### config.mk
export PLATFORM = sky130hd
export DESIGN_NAME = grid_wall_follower_flat
export DESIGN_NICKNAME = d
export VERILOG_FILES = /design/src/rtl/core/gwf_pkg.sv /design/src/rtl/core/gwf_if.sv /design/src/rtl/core/gwf_ram.sv /design/src/rtl/core/gwf_ctrl.sv /design/src/rtl/core/gwf_dp.sv /design/src/rtl/core/grid_wall_follower.sv /design/src/flat_wrapper.sv
export SDC_FILE = /design/constraint.sdc
export NUM_CORES = 1
export LEC_CHECK = 0
export ABC_CLOCK_PERIOD_IN_PS = 4690
export BUFFER_PORTS_ARGS = -buffer_cell sky130_fd_sc_hd__buf_2
export CELL_PAD_IN_SITES_DETAIL_PLACEMENT = 2
export CELL_PAD_IN_SITES_GLOBAL_PLACEMENT = 2
export CORE_ASPECT_RATIO = 0.9
export CORE_UTILIZATION = 40
export CTS_BUF_LIST = sky130_fd_sc_hd__clkbuf_16
export CTS_CLUSTER_DIAMETER = 100
export DETAILED_ROUTE_END_ITERATION = 7
export GPL_TIMING_DRIVEN = 1
export PLACE_DENSITY = 0.78
export SLEW_MARGIN = 20
export SYNTH_ARGS = -nofsm -noshare
export SYNTH_HDL_FRONTEND = slang
export SYNTH_HIERARCHICAL = 1
export SYNTH_SLANG_ARGS = --single-unit
### constraint.sdc
create_clock -name clock -period 4.69 [get_ports clock]
set_input_delay 0.938 -clock clock [delete_from_list [all_inputs] [get_ports clock]]
set_output_delay 0.938 -clock clock [all_outputs]
set_load 0.005 [all_outputs]
### src/rtl/core/gwf_pkg.sv
// ----------------------------------------------------------------------------
// gwf_pkg: shared types and constants of the grid wall follower
// Field widths, operation and outcome codes, headings, controller states and
// the command/status bundles between controller and datapath.
// ----------------------------------------------------------------------------
package gwf_pkg;

   // payload field widths
   localparam int ROW_W   = 4;
   localparam int COL_W   = 5;
   localparam int OP_W    = 2;
   localparam int OUT_W   = 2;
   localparam int CSR_D_W = 5;

   // default grid size
   localparam int DEF_GRID_ROWS = 16;
   localparam int DEF_GRID_COLS = 32;

   typedef enum logic [OP_W-1:0] {
      OP_WRITE   = 2'd0,
      OP_STEP    = 2'd1,
      OP_RESTART = 2'd2,
      OP_NOP     = 2'd3
   } op_type;

   typedef enum logic [1:0] {
      DIR_DOWN  = 2'd0,
      DIR_RIGHT = 2'd1,
      DIR_UP    = 2'd2,
      DIR_LEFT  = 2'd3
   } dir_type;

   typedef enum logic [OUT_W-1:0] {
      OUT_MOVING = 2'd0,
      OUT_EXITED = 2'd1,
      OUT_BACK   = 2'd2,
      OUT_STUCK  = 2'd3
   } outcome_type;

   typedef enum logic {
      CSR_START_ROW = 1'b0,
      CSR_START_COL = 1'b1
   } csr_idx_type;

   // map memory read address select
   typedef enum logic [1:0] {
      RD_ITEM = 2'd0,
      RD_UP   = 2'd1,
      RD_MID  = 2'd2,
      RD_DN   = 2'd3
   } rd_sel_type;

   typedef enum logic [3:0] {
      ST_IDLE,
      ST_WR_READ,
      ST_WR_WRITE,
      ST_RD_UP,
      ST_RD_MID,
      ST_RD_DN,
      ST_CAP_DN,
      ST_MOVE,
      ST_RESTART,
      ST_EMIT
   } state_type;

   typedef struct packed {
      logic       latch;
      rd_sel_type rd_sel;
      logic       cap_up;
      logic       cap_mid;
      logic       cap_dn;
      logic       wr_row;
      logic       move;
      logic       restart;
      logic       load_rsp;
   } cmd_type;

   typedef struct packed {
      op_type op;
      logic   wr_ok;
      logic   finished;
      logic   rsp_free;
   } status_type;

   // heading taken after a move in the given direction
   function automatic dir_type turn_after(dir_type moved);
      dir_type nxt;
      case (moved)
         DIR_DOWN:  nxt = DIR_LEFT;
         DIR_RIGHT: nxt = DIR_DOWN;
         DIR_UP:    nxt = DIR_RIGHT;
         DIR_LEFT:  nxt = DIR_UP;
         default:   nxt = DIR_RIGHT;
      endcase
      return nxt;
   endfunction

endpackage

### src/rtl/core/gwf_if.sv
// ----------------------------------------------------------------------------
// gwf_if: channel interfaces of the grid wall follower
// Request, response and register write channels, valid/ready handshake.
// ----------------------------------------------------------------------------
interface gwf_req_if import gwf_pkg::*; ();
   logic               valid;
   logic               ready;
   op_type             op;
   logic [ROW_W-1:0]   cell_row;
   logic [COL_W-1:0]   cell_col;
   logic               cell_open;

   modport source (output valid, op, cell_row, cell_col, cell_open, input ready);
   modport sink   (input valid, op, cell_row, cell_col, cell_open, output ready);
endinterface

interface gwf_rsp_if import gwf_pkg::*; ();
   logic               valid;
   logic               ready;
   logic [ROW_W-1:0]   pos_row;
   logic [COL_W-1:0]   pos_col;
   outcome_type        outcome;

   modport source (output valid, pos_row, pos_col, outcome, input ready);
   modport sink   (input valid, pos_row, pos_col, outcome, output ready);
endinterface

interface gwf_csr_if import gwf_pkg::*; ();
   logic               valid;
   logic               ready;
   csr_idx_type        index;
   logic [CSR_D_W-1:0] data;

   modport source (output valid, index, data, input ready);
   modport sink   (input valid, index, data, output ready);
endinterface

### src/rtl/core/gwf_ram.sv
// ----------------------------------------------------------------------------
// gwf_ram: generic single write, single read RAM
// One write port, one read port with registered read data.
// ----------------------------------------------------------------------------
module gwf_ram #(
   parameter int WIDTH = 8,
   parameter int DEPTH = 16
) (
   input  logic                     clock,
   input  logic                     wr_en,
   input  logic [$clog2(DEPTH)-1:0] wr_addr,
   input  logic [WIDTH-1:0]         wr_data,
   input  logic [$clog2(DEPTH)-1:0] rd_addr,
   output logic [WIDTH-1:0]         rd_data
);

   logic [WIDTH-1:0] mem_ff [DEPTH];
   logic [WIDTH-1:0] rd_data_ff;

   always_ff @(posedge clock) begin
      if (wr_en) begin
         mem_ff[wr_addr] <= wr_data;
      end
      rd_data_ff <= mem_ff[rd_addr];
   end

   assign rd_data = rd_data_ff;

endmodule

### src/rtl/core/gwf_ctrl.sv
// ----------------------------------------------------------------------------
// gwf_ctrl: sequencer of the grid wall follower
// Takes one request at a time and steps the datapath through the map reads,
// the move and the response hand-off.
// ----------------------------------------------------------------------------
module gwf_ctrl import gwf_pkg::*; (
   input  logic       clock,
   input  logic       reset,
   input  logic       req_valid,
   output logic       req_ready,
   input  status_type status,
   output cmd_type    cmd
);

   state_type state_ff;
   state_type state_in;

   // state register
   always_ff @(posedge clock) begin
      if (reset) begin
         state_ff <= ST_IDLE;
      end else begin
         state_ff <= state_in;
      end
   end

   // next state and commands
   always_comb begin
      state_in  = state_ff;
      req_ready = 1'b0;
      cmd       = '0;
      cmd.rd_sel = RD_ITEM;
      case (state_ff)
         ST_IDLE: begin
            req_ready = 1'b1;
            if (req_valid) begin
               cmd.latch = 1'b1;
               case (status.op)
                  OP_WRITE:   state_in = status.wr_ok ? ST_WR_READ : ST_IDLE;
                  OP_STEP:    state_in = status.finished ? ST_EMIT : ST_RD_UP;
                  OP_RESTART: state_in = ST_RESTART;
                  default:    state_in = ST_IDLE;
               endcase
            end
         end
         ST_WR_READ: begin
            cmd.rd_sel = RD_ITEM;
            state_in   = ST_WR_WRITE;
         end
         ST_WR_WRITE: begin
            cmd.wr_row = 1'b1;
            state_in   = ST_IDLE;
         end
         ST_RD_UP: begin
            cmd.rd_sel = RD_UP;
            state_in   = ST_RD_MID;
         end
         ST_RD_MID: begin
            cmd.rd_sel = RD_MID;
            cmd.cap_up = 1'b1;
            state_in   = ST_RD_DN;
         end
         ST_RD_DN: begin
            cmd.rd_sel  = RD_DN;
            cmd.cap_mid = 1'b1;
            state_in    = ST_CAP_DN;
         end
         ST_CAP_DN: begin
            cmd.cap_dn = 1'b1;
            state_in   = ST_MOVE;
         end
         ST_MOVE: begin
            cmd.move = 1'b1;
            state_in = ST_EMIT;
         end
         ST_RESTART: begin
            cmd.restart = 1'b1;
            state_in    = ST_EMIT;
         end
         ST_EMIT: begin
            if (status.rsp_free) begin
               cmd.load_rsp = 1'b1;
               state_in     = ST_IDLE;
            end
         end
         default: begin
            state_in = ST_IDLE;
         end
      endcase
   end

endmodule

### src/rtl/core/gwf_dp.sv
// ----------------------------------------------------------------------------
// gwf_dp: datapath of the grid wall follower
// Map memory with per-row valid bits, walker position and heading, start
// registers, the neighbor search and the response register.
// ----------------------------------------------------------------------------
module gwf_dp import gwf_pkg::*; #(
   parameter int GRID_ROWS = DEF_GRID_ROWS,
   parameter int GRID_COLS = DEF_GRID_COLS
) (
   input  logic               clock,
   input  logic               reset,
   input  cmd_type            cmd,
   output status_type         status,
   // request payload
   input  op_type             req_op,
   input  logic [ROW_W-1:0]   req_cell_row,
   input  logic [COL_W-1:0]   req_cell_col,
   input  logic               req_cell_open,
   // register writes
   input  logic               csr_write,
   input  csr_idx_type        csr_index,
   input  logic [CSR_D_W-1:0] csr_data,
   // response
   output logic               rsp_valid,
   input  logic               rsp_ready,
   output logic [ROW_W-1:0]   rsp_pos_row,
   output logic [COL_W-1:0]   rsp_pos_col,
   output outcome_type        rsp_outcome
);

   localparam int RW  = $clog2(GRID_ROWS);
   localparam int CW  = $clog2(GRID_COLS);
   localparam int RXW = (RW > ROW_W) ? RW : ROW_W;
   localparam int CXW = (CW > COL_W) ? CW : COL_W;
   localparam logic [RW-1:0] LAST_ROW = RW'(GRID_ROWS - 1);
   localparam logic [CW-1:0] LAST_COL = CW'(GRID_COLS - 1);

   // configuration
   logic [ROW_W-1:0] start_row_ff;
   logic [COL_W-1:0] start_col_ff;
   logic [RW-1:0]    start_r;
   logic [CW-1:0]    start_c;

   // latched request
   logic [RW-1:0] item_row_ff;
   logic [CW-1:0] item_col_ff;
   logic          item_open_ff;

   // walker state
   logic [RW-1:0] cur_row_ff;
   logic [CW-1:0] cur_col_ff;
   dir_type       heading_ff;
   logic          finished_ff;
   outcome_type   outcome_ff;

   // map memory access
   logic [GRID_ROWS-1:0] row_valid_ff;
   logic                 rd_valid_ff;
   logic [RW-1:0]        rd_addr;
   logic [GRID_COLS-1:0] rd_data;
   logic [GRID_COLS-1:0] row_rd;
   logic [GRID_COLS-1:0] wr_data;
   logic [GRID_COLS-1:0] row_up_ff;
   logic [GRID_COLS-1:0] row_mid_ff;
   logic [GRID_COLS-1:0] row_dn_ff;

   // move search
   logic [3:0]    dir_open;
   logic          found;
   dir_type       mv_dir;
   logic [RW-1:0] nxt_row;
   logic [CW-1:0] nxt_col;
   logic [CW-1:0] col_p1;
   logic [CW-1:0] col_m1;
   logic          at_start;
   logic          at_edge;
   outcome_type   mv_outcome;

   // response
   logic               rsp_valid_ff;
   logic [ROW_W-1:0]   rsp_pos_row_ff;
   logic [COL_W-1:0]   rsp_pos_col_ff;
   outcome_type        rsp_outcome_ff;
   logic [RXW-1:0]     cur_row_x;
   logic [CXW-1:0]     cur_col_x;

   // start registers
   always_ff @(posedge clock) begin
      if (reset) begin
         start_row_ff <= '0;
         start_col_ff <= '0;
      end else if (csr_write) begin
         case (csr_index)
            CSR_START_ROW: start_row_ff <= csr_data[ROW_W-1:0];
            CSR_START_COL: start_col_ff <= csr_data[COL_W-1:0];
            default: ;
         endcase
      end
   end

   // start cell saturates into the grid
   assign start_r = (int'(start_row_ff) < GRID_ROWS) ? RW'(start_row_ff) : LAST_ROW;
   assign start_c = (int'(start_col_ff) < GRID_COLS) ? CW'(start_col_ff) : LAST_COL;

   // status back to the sequencer
   assign status.op       = req_op;
   assign status.wr_ok    = (int'(req_cell_row) < GRID_ROWS) &&
                            (int'(req_cell_col) < GRID_COLS);
   assign status.finished = finished_ff;
   assign status.rsp_free = !rsp_valid_ff || rsp_ready;

   // request latch
   always_ff @(posedge clock) begin
      if (cmd.latch) begin
         item_row_ff  <= RW'(req_cell_row);
         item_col_ff  <= CW'(req_cell_col);
         item_open_ff <= req_cell_open;
      end
   end

   // map read address, clamped at the grid border
   always_comb begin
      case (cmd.rd_sel)
         RD_ITEM: rd_addr = item_row_ff;
         RD_UP:   rd_addr = (cur_row_ff == '0) ? cur_row_ff : cur_row_ff - 1'b1;
         RD_MID:  rd_addr = cur_row_ff;
         RD_DN:   rd_addr = (cur_row_ff == LAST_ROW) ? cur_row_ff : cur_row_ff + 1'b1;
         default: rd_addr = cur_row_ff;
      endcase
   end

   gwf_ram #(
      .WIDTH (GRID_COLS),
      .DEPTH (GRID_ROWS)
   ) u_map (
      .clock   (clock),
      .wr_en   (cmd.wr_row),
      .wr_addr (item_row_ff),
      .wr_data (wr_data),
      .rd_addr (rd_addr),
      .rd_data (rd_data)
   );

   // rows never written read as all wall
   always_ff @(posedge clock) begin
      if (reset) begin
         row_valid_ff <= '0;
      end else if (cmd.wr_row) begin
         row_valid_ff[item_row_ff] <= 1'b1;
      end
   end

   always_ff @(posedge clock) begin
      rd_valid_ff <= row_valid_ff[rd_addr];
   end

   assign row_rd = rd_valid_ff ? rd_data : '0;

   // read-modify-write of one cell
   always_comb begin
      wr_data              = row_rd;
      wr_data[item_col_ff] = item_open_ff;
   end

   // neighbor rows
   always_ff @(posedge clock) begin
      if (cmd.cap_up) begin
         row_up_ff <= row_rd;
      end
      if (cmd.cap_mid) begin
         row_mid_ff <= row_rd;
      end
      if (cmd.cap_dn) begin
         row_dn_ff <= row_rd;
      end
   end

   // open neighbors, out-of-grid counts as wall
   assign col_p1 = cur_col_ff + 1'b1;
   assign col_m1 = cur_col_ff - 1'b1;

   always_comb begin
      dir_open[DIR_DOWN]  = (cur_row_ff != LAST_ROW) ? row_dn_ff[cur_col_ff] : 1'b0;
      dir_open[DIR_RIGHT] = (cur_col_ff != LAST_COL) ? row_mid_ff[col_p1] : 1'b0;
      dir_open[DIR_UP]    = (cur_row_ff != '0) ? row_up_ff[cur_col_ff] : 1'b0;
      dir_open[DIR_LEFT]  = (cur_col_ff != '0) ? row_mid_ff[col_m1] : 1'b0;
   end

   // first open direction, starting at the heading
   always_comb begin
      dir_type dir;
      found  = 1'b0;
      mv_dir = DIR_DOWN;
      for (int k = 0; k < 4; k++) begin
         dir = dir_type'(2'(int'(heading_ff) + k));
         if (!found && dir_open[dir]) begin
            found  = 1'b1;
            mv_dir = dir;
         end
      end
   end

   // target cell and its outcome
   always_comb begin
      nxt_row = cur_row_ff;
      nxt_col = cur_col_ff;
      case (mv_dir)
         DIR_DOWN:  nxt_row = cur_row_ff + 1'b1;
         DIR_RIGHT: nxt_col = col_p1;
         DIR_UP:    nxt_row = cur_row_ff - 1'b1;
         DIR_LEFT:  nxt_col = col_m1;
         default: ;
      endcase
      at_start = (nxt_row == start_r) && (nxt_col == start_c);
      at_edge  = (nxt_row == '0) || (nxt_row == LAST_ROW) ||
                 (nxt_col == '0) || (nxt_col == LAST_COL);
      if (at_edge && !at_start) begin
         mv_outcome = OUT_EXITED;
      end else if (at_start) begin
         mv_outcome = OUT_BACK;
      end else begin
         mv_outcome = OUT_MOVING;
      end
   end

   // walker state
   always_ff @(posedge clock) begin
      if (reset) begin
         cur_row_ff  <= '0;
         cur_col_ff  <= '0;
         heading_ff  <= DIR_RIGHT;
         finished_ff <= 1'b1;
         outcome_ff  <= OUT_MOVING;
      end else if (cmd.restart) begin
         cur_row_ff  <= start_r;
         cur_col_ff  <= start_c;
         heading_ff  <= DIR_RIGHT;
         finished_ff <= 1'b0;
         outcome_ff  <= OUT_MOVING;
      end else if (cmd.move) begin
         if (found) begin
            cur_row_ff  <= nxt_row;
            cur_col_ff  <= nxt_col;
            heading_ff  <= turn_after(mv_dir);
            outcome_ff  <= mv_outcome;
            finished_ff <= (mv_outcome != OUT_MOVING);
         end else begin
            outcome_ff  <= OUT_STUCK;
            finished_ff <= 1'b1;
         end
      end
   end

   // response register, position in the low bits of the fields
   assign cur_row_x = RXW'(cur_row_ff);
   assign cur_col_x = CXW'(cur_col_ff);

   always_ff @(posedge clock) begin
      if (reset) begin
         rsp_valid_ff <= 1'b0;
      end else if (cmd.load_rsp) begin
         rsp_valid_ff <= 1'b1;
      end else if (rsp_ready) begin
         rsp_valid_ff <= 1'b0;
      end
   end

   always_ff @(posedge clock) begin
      if (cmd.load_rsp) begin
         rsp_pos_row_ff <= cur_row_x[ROW_W-1:0];
         rsp_pos_col_ff <= cur_col_x[COL_W-1:0];
         rsp_outcome_ff <= outcome_ff;
      end
   end

   assign rsp_valid   = rsp_valid_ff;
   assign rsp_pos_row = rsp_pos_row_ff;
   assign rsp_pos_col = rsp_pos_col_ff;
   assign rsp_outcome = rsp_outcome_ff;

   // walker never leaves the grid
   a_pos_in_grid: assert property (@(posedge clock) disable iff (reset)
      (int'(cur_row_ff) < GRID_ROWS) && (int'(cur_col_ff) < GRID_COLS))
      else $error("walker position outside the grid");

   // an active walk always reports moving
   a_active_moving: assert property (@(posedge clock) disable iff (reset)
      !finished_ff |-> (outcome_ff == OUT_MOVING))
      else $error("active walk with a final outcome");

   // restart lands on the saturated start cell
   a_restart_start: assert property (@(posedge clock) disable iff (reset)
      cmd.restart |=> (cur_row_ff == $past(start_r)) && (cur_col_ff == $past(start_c)))
      else $error("restart did not place walker at start");

   // response slot is never overwritten
   a_rsp_no_overrun: assert property (@(posedge clock) disable iff (reset)
      cmd.load_rsp |-> (!rsp_valid_ff || rsp_ready))
      else $error("response overwritten before taken");

endmodule

### src/rtl/core/grid_wall_follower.sv
// ----------------------------------------------------------------------------
// grid_wall_follower: right-hand wall follower over a loadable grid maze
// Top level: sequencer, datapath with map memory, register write port.
// ----------------------------------------------------------------------------
// The block keeps a GRID_ROWS x GRID_COLS wall/open map, one memory row per
// grid row. A write request (op 0) reads the row and writes it back with one
// cell changed; writes outside the grid are dropped. A step request (op 1)
// reads the rows above, at and below the walker one per cycle through the map
// memory's single read port, resolves the move and registers the response.
// A restart (op 2) places the walker on the start cell, and a step on a
// finished walk registers the response without a move. Requests are handled
// one at a time; a response waits in its output register while the next
// request is accepted. The map reads as all walls after reset through per-row
// valid bits, so there is no clearing pass. Register writes are always taken
// and must only happen while idle.
module grid_wall_follower import gwf_pkg::*; #(
   parameter int GRID_ROWS = DEF_GRID_ROWS,
   parameter int GRID_COLS = DEF_GRID_COLS
) (
   input  logic      clock,
   input  logic      reset,
   gwf_req_if.sink   req_bus,
   gwf_rsp_if.source rsp_bus,
   gwf_csr_if.sink   csr_bus
);

   cmd_type    cmd;
   status_type status;
   logic       req_ready;

   // register writes are always taken
   assign csr_bus.ready = 1'b1;
   assign req_bus.ready = req_ready;

   gwf_ctrl u_ctrl (
      .clock     (clock),
      .reset     (reset),
      .req_valid (req_bus.valid),
      .req_ready (req_ready),
      .status    (status),
      .cmd       (cmd)
   );

   gwf_dp #(
      .GRID_ROWS (GRID_ROWS),
      .GRID_COLS (GRID_COLS)
   ) u_dp (
      .clock         (clock),
      .reset         (reset),
      .cmd           (cmd),
      .status        (status),
      .req_op        (req_bus.op),
      .req_cell_row  (req_bus.cell_row),
      .req_cell_col  (req_bus.cell_col),
      .req_cell_open (req_bus.cell_open),
      .csr_write     (csr_bus.valid),
      .csr_index     (csr_bus.index),
      .csr_data      (csr_bus.data),
      .rsp_valid     (rsp_bus.valid),
      .rsp_ready     (rsp_bus.ready),
      .rsp_pos_row   (rsp_bus.pos_row),
      .rsp_pos_col   (rsp_bus.pos_col),
      .rsp_outcome   (rsp_bus.outcome)
   );

endmodule

### src/flat_wrapper.sv
// flat-port wrapper written by rule: the top's interface ports become plain ports
module grid_wall_follower_flat import gwf_pkg::*;
#(
   parameter int GRID_ROWS = DEF_GRID_ROWS,
   parameter int GRID_COLS = DEF_GRID_COLS
)
  (clock, reset, req_bus_valid, req_bus_op, req_bus_cell_row, req_bus_cell_col, req_bus_cell_open, req_bus_ready, rsp_bus_valid, rsp_bus_pos_row, rsp_bus_pos_col, rsp_bus_outcome, rsp_bus_ready, csr_bus_valid, csr_bus_index, csr_bus_data, csr_bus_ready);
  gwf_req_if req_bus_i ();
  gwf_rsp_if rsp_bus_i ();
  gwf_csr_if csr_bus_i ();
  input  logic clock;
  input  logic reset;
  input wire logic [$bits(req_bus_i.valid)-1:0] req_bus_valid;
  input wire logic [$bits(req_bus_i.op)-1:0] req_bus_op;
  input wire logic [$bits(req_bus_i.cell_row)-1:0] req_bus_cell_row;
  input wire logic [$bits(req_bus_i.cell_col)-1:0] req_bus_cell_col;
  input wire logic [$bits(req_bus_i.cell_open)-1:0] req_bus_cell_open;
  output wire logic [$bits(req_bus_i.ready)-1:0] req_bus_ready;
  output wire logic [$bits(rsp_bus_i.valid)-1:0] rsp_bus_valid;
  output wire logic [$bits(rsp_bus_i.pos_row)-1:0] rsp_bus_pos_row;
  output wire logic [$bits(rsp_bus_i.pos_col)-1:0] rsp_bus_pos_col;
  output wire logic [$bits(rsp_bus_i.outcome)-1:0] rsp_bus_outcome;
  input wire logic [$bits(rsp_bus_i.ready)-1:0] rsp_bus_ready;
  input wire logic [$bits(csr_bus_i.valid)-1:0] csr_bus_valid;
  input wire logic [$bits(csr_bus_i.index)-1:0] csr_bus_index;
  input wire logic [$bits(csr_bus_i.data)-1:0] csr_bus_data;
  output wire logic [$bits(csr_bus_i.ready)-1:0] csr_bus_ready;
  assign req_bus_i.valid = req_bus_valid;
  assign req_bus_i.op = req_bus_op;
  assign req_bus_i.cell_row = req_bus_cell_row;
  assign req_bus_i.cell_col = req_bus_cell_col;
  assign req_bus_i.cell_open = req_bus_cell_open;
  assign req_bus_ready = req_bus_i.ready;
  assign rsp_bus_valid = rsp_bus_i.valid;
  assign rsp_bus_pos_row = rsp_bus_i.pos_row;
  assign rsp_bus_pos_col = rsp_bus_i.pos_col;
  assign rsp_bus_outcome = rsp_bus_i.outcome;
  assign rsp_bus_i.ready = rsp_bus_ready;
  assign csr_bus_i.valid = csr_bus_valid;
  assign csr_bus_i.index = csr_bus_index;
  assign csr_bus_i.data = csr_bus_data;
  assign csr_bus_ready = csr_bus_i.ready;
  grid_wall_follower #(.GRID_ROWS(GRID_ROWS), .GRID_COLS(GRID_COLS)) u_core (.clock(clock), .reset(reset), .req_bus(req_bus_i), .rsp_bus(rsp_bus_i), .csr_bus(csr_bus_i));
endmodule
==> impl_metrics.yaml <==
run_status:
  status: "finished, final reports clean"
timing:
  slew_headroom: 0.317
  fin_skew_ps: 28.6
  hold_violations: 0
  worst_pin_slew_ps: 1020
  timing.fmax_mhz: 220
  finalSetupTns_ps: 0
  setup_viol: 0
  period_needed_ps: 4540
  slew_viol_final: 0
  hold_ws_ps: 452
  period_share: 0.967
critical_path:
  crit_family: "compound AO/OA/AOI/OAI gates"
  worstReg2RegStart: "u_core/u_dp/cur_col_ff[2]$_SDFFE_PP0P_"
  cp.required_ps: 5190
  path_cells: "buf_6 -> mux4_2 -> mux4_2 -> nor2_2 -> and4b_2 -> a21o_1 -> a21oi_2 -> o22a_2 -> ha_4 -> nor3b_4 -> a31oi_1 -> a221oi_2 -> xnor2_1 -> o2111ai_2 -> a2111oi_4 -> a31oi_1 -> a21boi_1"
  r2r_end: "u_core/u_dp/outcome_ff[0]$_SDFFE_PP0P_"
  cp.arrival_ps: 5040
  crit_path_start_kind: "flop"
  critPathSlowestCell: "mux4_2"
  cp_slowest_stage_delay_ps: 520
  critical_path_buf_inv_count: 1
  crit_type: "flop to flop"
  critPathMaxFanout: 7
  reg2regPathDepth: 17
  endpoint_kind: "flop"
  reg2reg_slack_ps: 150
grt:
  gr-usage-met1: 0.313
  use_met2: 0.418
  grt_pass1_wl_um: 127000
  grt_antenna_before_repair: 1
  grt_use_total: 0.243
  grt_pass1_vias: 17200
  overflow: 0
  grt.busiest_layer: "met2"
  grt_max_degree: 43
  grtUsageMet3: 0.0397
synthesis:
  syn_nets: 1599
  synth-compound-area-share: 0.0459
  yosys.area_share.simple: 0.0538
  synth_warnings: 6
  ys_seq_area_frac: 0.715
  synth-main-ff-cell: "edfxtp_1"
  yosys.area_share.xor_xnor: 0.00622
  async_flop_share: 0
  synthesis.area_um2: 28600
  synthMuxAreaShare: 0.156
  synth-seq-cells: 706
  avgSynthCellArea_um2: 18.2
  synth_cells: 1567
  synth_top_family_by_area: "multiplexers"
  synth_adder_area_share: 0.00394
  synthDistinctLibCells: 82
  synth-edff-count: 629
routing:
  ant_nets: 0
  detail_route.wl_per_cell_um: 32.9
  totalWireLength_um: 88000
  drtIter0Drc: 1573
  firstDrtPassIters: 5
  avgViaCountPerCell: 5.98
  drc_errors: 0
  vias: 16000
min_path:
  hold_start: "u_core/u_dp/outcome_ff[0]$_SDFFE_PP0P_"
  holdCritPathClass: "flop to flop"
  hold-path-endpoint: "u_core/u_dp/rsp_outcome[0]$_DFFE_PP_"
  hold_depth: 0
cells_and_area:
  utilization: 0.469
  final_nets: 1702
  fin_cells: 2672
  multi_input_area_um2: 7910
  syn2layout_area_growth_pct: 15.4
  fillerInstances: 6321
  drive_above_1_share: 0.273
  seq_area_um2: 20400
place:
  dp.cells: 2521
  dp_hpwl_um: 54200
  place.gp.congestion: 0.844
  io_buffers: 35
power_and_ir_drop:
  ir_drop_v: 0.000304
  p_per_area_nw_per_um2: 422
  p_total_mw: 13.9
  leakagePower_nw: 10.7
clock_tree:
  worstSkewPairLatency_ps: 640
  clockRootBuffer: "clkbuf_16"
  htree_levels: 3
  cts_hold_buf: 0
  cts_tree: "yes"
  cts_buffer_depth: 3
  numCtsBuffers: 75
  cts.clk_slew.worst_paths_ps: 60
  cts.sinks: 706
floorplanning:
  ios: 37
  die_y_um: 256
  coreArea_um2: 70300
  rows: 92
  die_w_um: 284
  start_util: 0.406
  dieArea_um2: 72500
run:
  max_cap_viol_count: 0
-- cell usage in the layout, fill, tap and decap left out, drive strengths merged, types with 20 or more instances in the layout --
cell type  instances
inv               47
mux2i             42
and2              36
clkinv            30
nand2             85
nor2              81
mux4             161
a22oi             68
buf              113
mux2              35
nand3             20
edfxtp           629
a21oi             45
clkbuf            76
dfxtp             77
-- cell families after synthesis --
group | count (synthesis)
mux | 238
other cells | 2
flops | 706
buf+inv | 111
compound gates | 180
fa+ha+maj | 9
simple gates | 305
xor+xnor | 16
-- per-stage QoR --
| stage | setup slack (ps) | instance area (µm²) |
|---|---|---|
| floorplan | 14.4 | 28600 |
| global placement | 222 | 30300 |
| detailed placement | -99.0 | 30300 |
| CTS | 18.0 | 32700 |
| global route | -46.2 | 33000 |
| finish | 153 | 33000 |
-- synth_stat cells (4+ instances only) --
cell type	n	area (µm²)
mux2i_1	42	420
nand2_1	83	312
and3_1	11	68.8
or3_1	4	25.0
inv_1	19	71.3
dfxtp_1	77	1540
nand3b_1	7	52.6
mux4_1	7	184
mux2_2	34	383
xnor2_1	11	96.3
buf_2	14	70.1
o21ai_0	12	60.1
nor2_1	81	304
a22oi_1	68	510
clkbuf_1	42	158
buf_1	12	45.0
ha_1	9	113
edfxtp_1	629	18900
a211oi_1	6	45.0
nand2b_1	10	62.6
and2_1	35	219
mux4_2	154	3470
nor3b_1	4	30.0
nand3_1	20	100
nor2b_1	13	81.3
a31oi_1	6	37.5
a21oi_1	45	225
nor3_1	17	85.1
buf_4	16	120
-- area by class of cell --
class | instances | area share
clock inverter | 62 | 0.0152
tap | 940 | 0.0357
timing repair buffer | 114 | 0.0302
multi-input combinational | 750 | 0.240
sequential | 706 | 0.619
antenna | 2 | 0.000152
inverter | 23 | 0.00277
clock buffer | 75 | 0.0569
-- metal layers --
metal | part of all wire | wire [µm]
met1 | 0.40 | 35500
met2 | 0.51 | 44900
met3 | 0.055 | 4840
met4 | 0.032 | 2790
met5 | 0 | 0
-- registers in the layout, indices dropped and copies added, names as in the netlist, 5 cells and up --
name	flops
u_core/u_dp/start_c	5
u_core/u_dp/item_col_ff	5
u_core/u_dp/cur_col_ff	5
u_core/u_dp/row_dn_ff	32
u_core/u_dp/row_mid_ff	32
u_core/u_dp/row_valid_ff	16
u_core/u_dp/u_map/mem_ff	512
u_core/u_dp/rsp_pos_col	5
u_core/u_dp/row_up_ff	32
u_core/u_dp/u_map/rd_data	32
-- power by group --
part           internal, mW  switching [mW]  leakage (nW)
logic                 0.484           0.648          3.27
registers              6.88          0.0827          6.25
clock network          3.26            2.57          1.23
total                  10.6            3.30          10.7
-- what timing repair did --
| item | 4_1_cts | 5_1_grt |
|---|---|---|
| gates resized for setup | 3 | 29 |
| pin swaps | 1 | 7 |
| setup buffers | 1 | 9 |
| setup endpoints to repair | 3 | 3 |
| cloned | 0 | 1 |
-- worst max path at each step --
stage | start | endpoint | cells past startpoint
2_1_floorplan | u_core/u_dp/cur_col_ff[1]$_SDFFE_PP0P_ | u_core/u_dp/outcome_ff[0]$_SDFFE_PP0P_ | 23
3_3_place_gp | u_core/u_dp/cur_col_ff[0]$_SDFFE_PP0P_ | u_core/u_dp/outcome_ff[0]$_SDFFE_PP0P_ | 22
3_5_place_dp | u_core/u_dp/cur_col_ff[0]$_SDFFE_PP0P_ | u_core/u_dp/outcome_ff[0]$_SDFFE_PP0P_ | 20
4_1_cts | u_core/u_dp/cur_col_ff[0]$_SDFFE_PP0P_ | u_core/u_dp/outcome_ff[0]$_SDFFE_PP0P_ | 19
5_1_grt | u_core/u_dp/cur_col_ff[0]$_SDFFE_PP0P_ | u_core/u_dp/outcome_ff[0]$_SDFFE_PP0P_ | 18
6_report | u_core/u_dp/cur_col_ff[2]$_SDFFE_PP0P_ | u_core/u_dp/outcome_ff[0]$_SDFFE_PP0P_ | 17
Note: power is estimated with default switching activity, not from simulation.
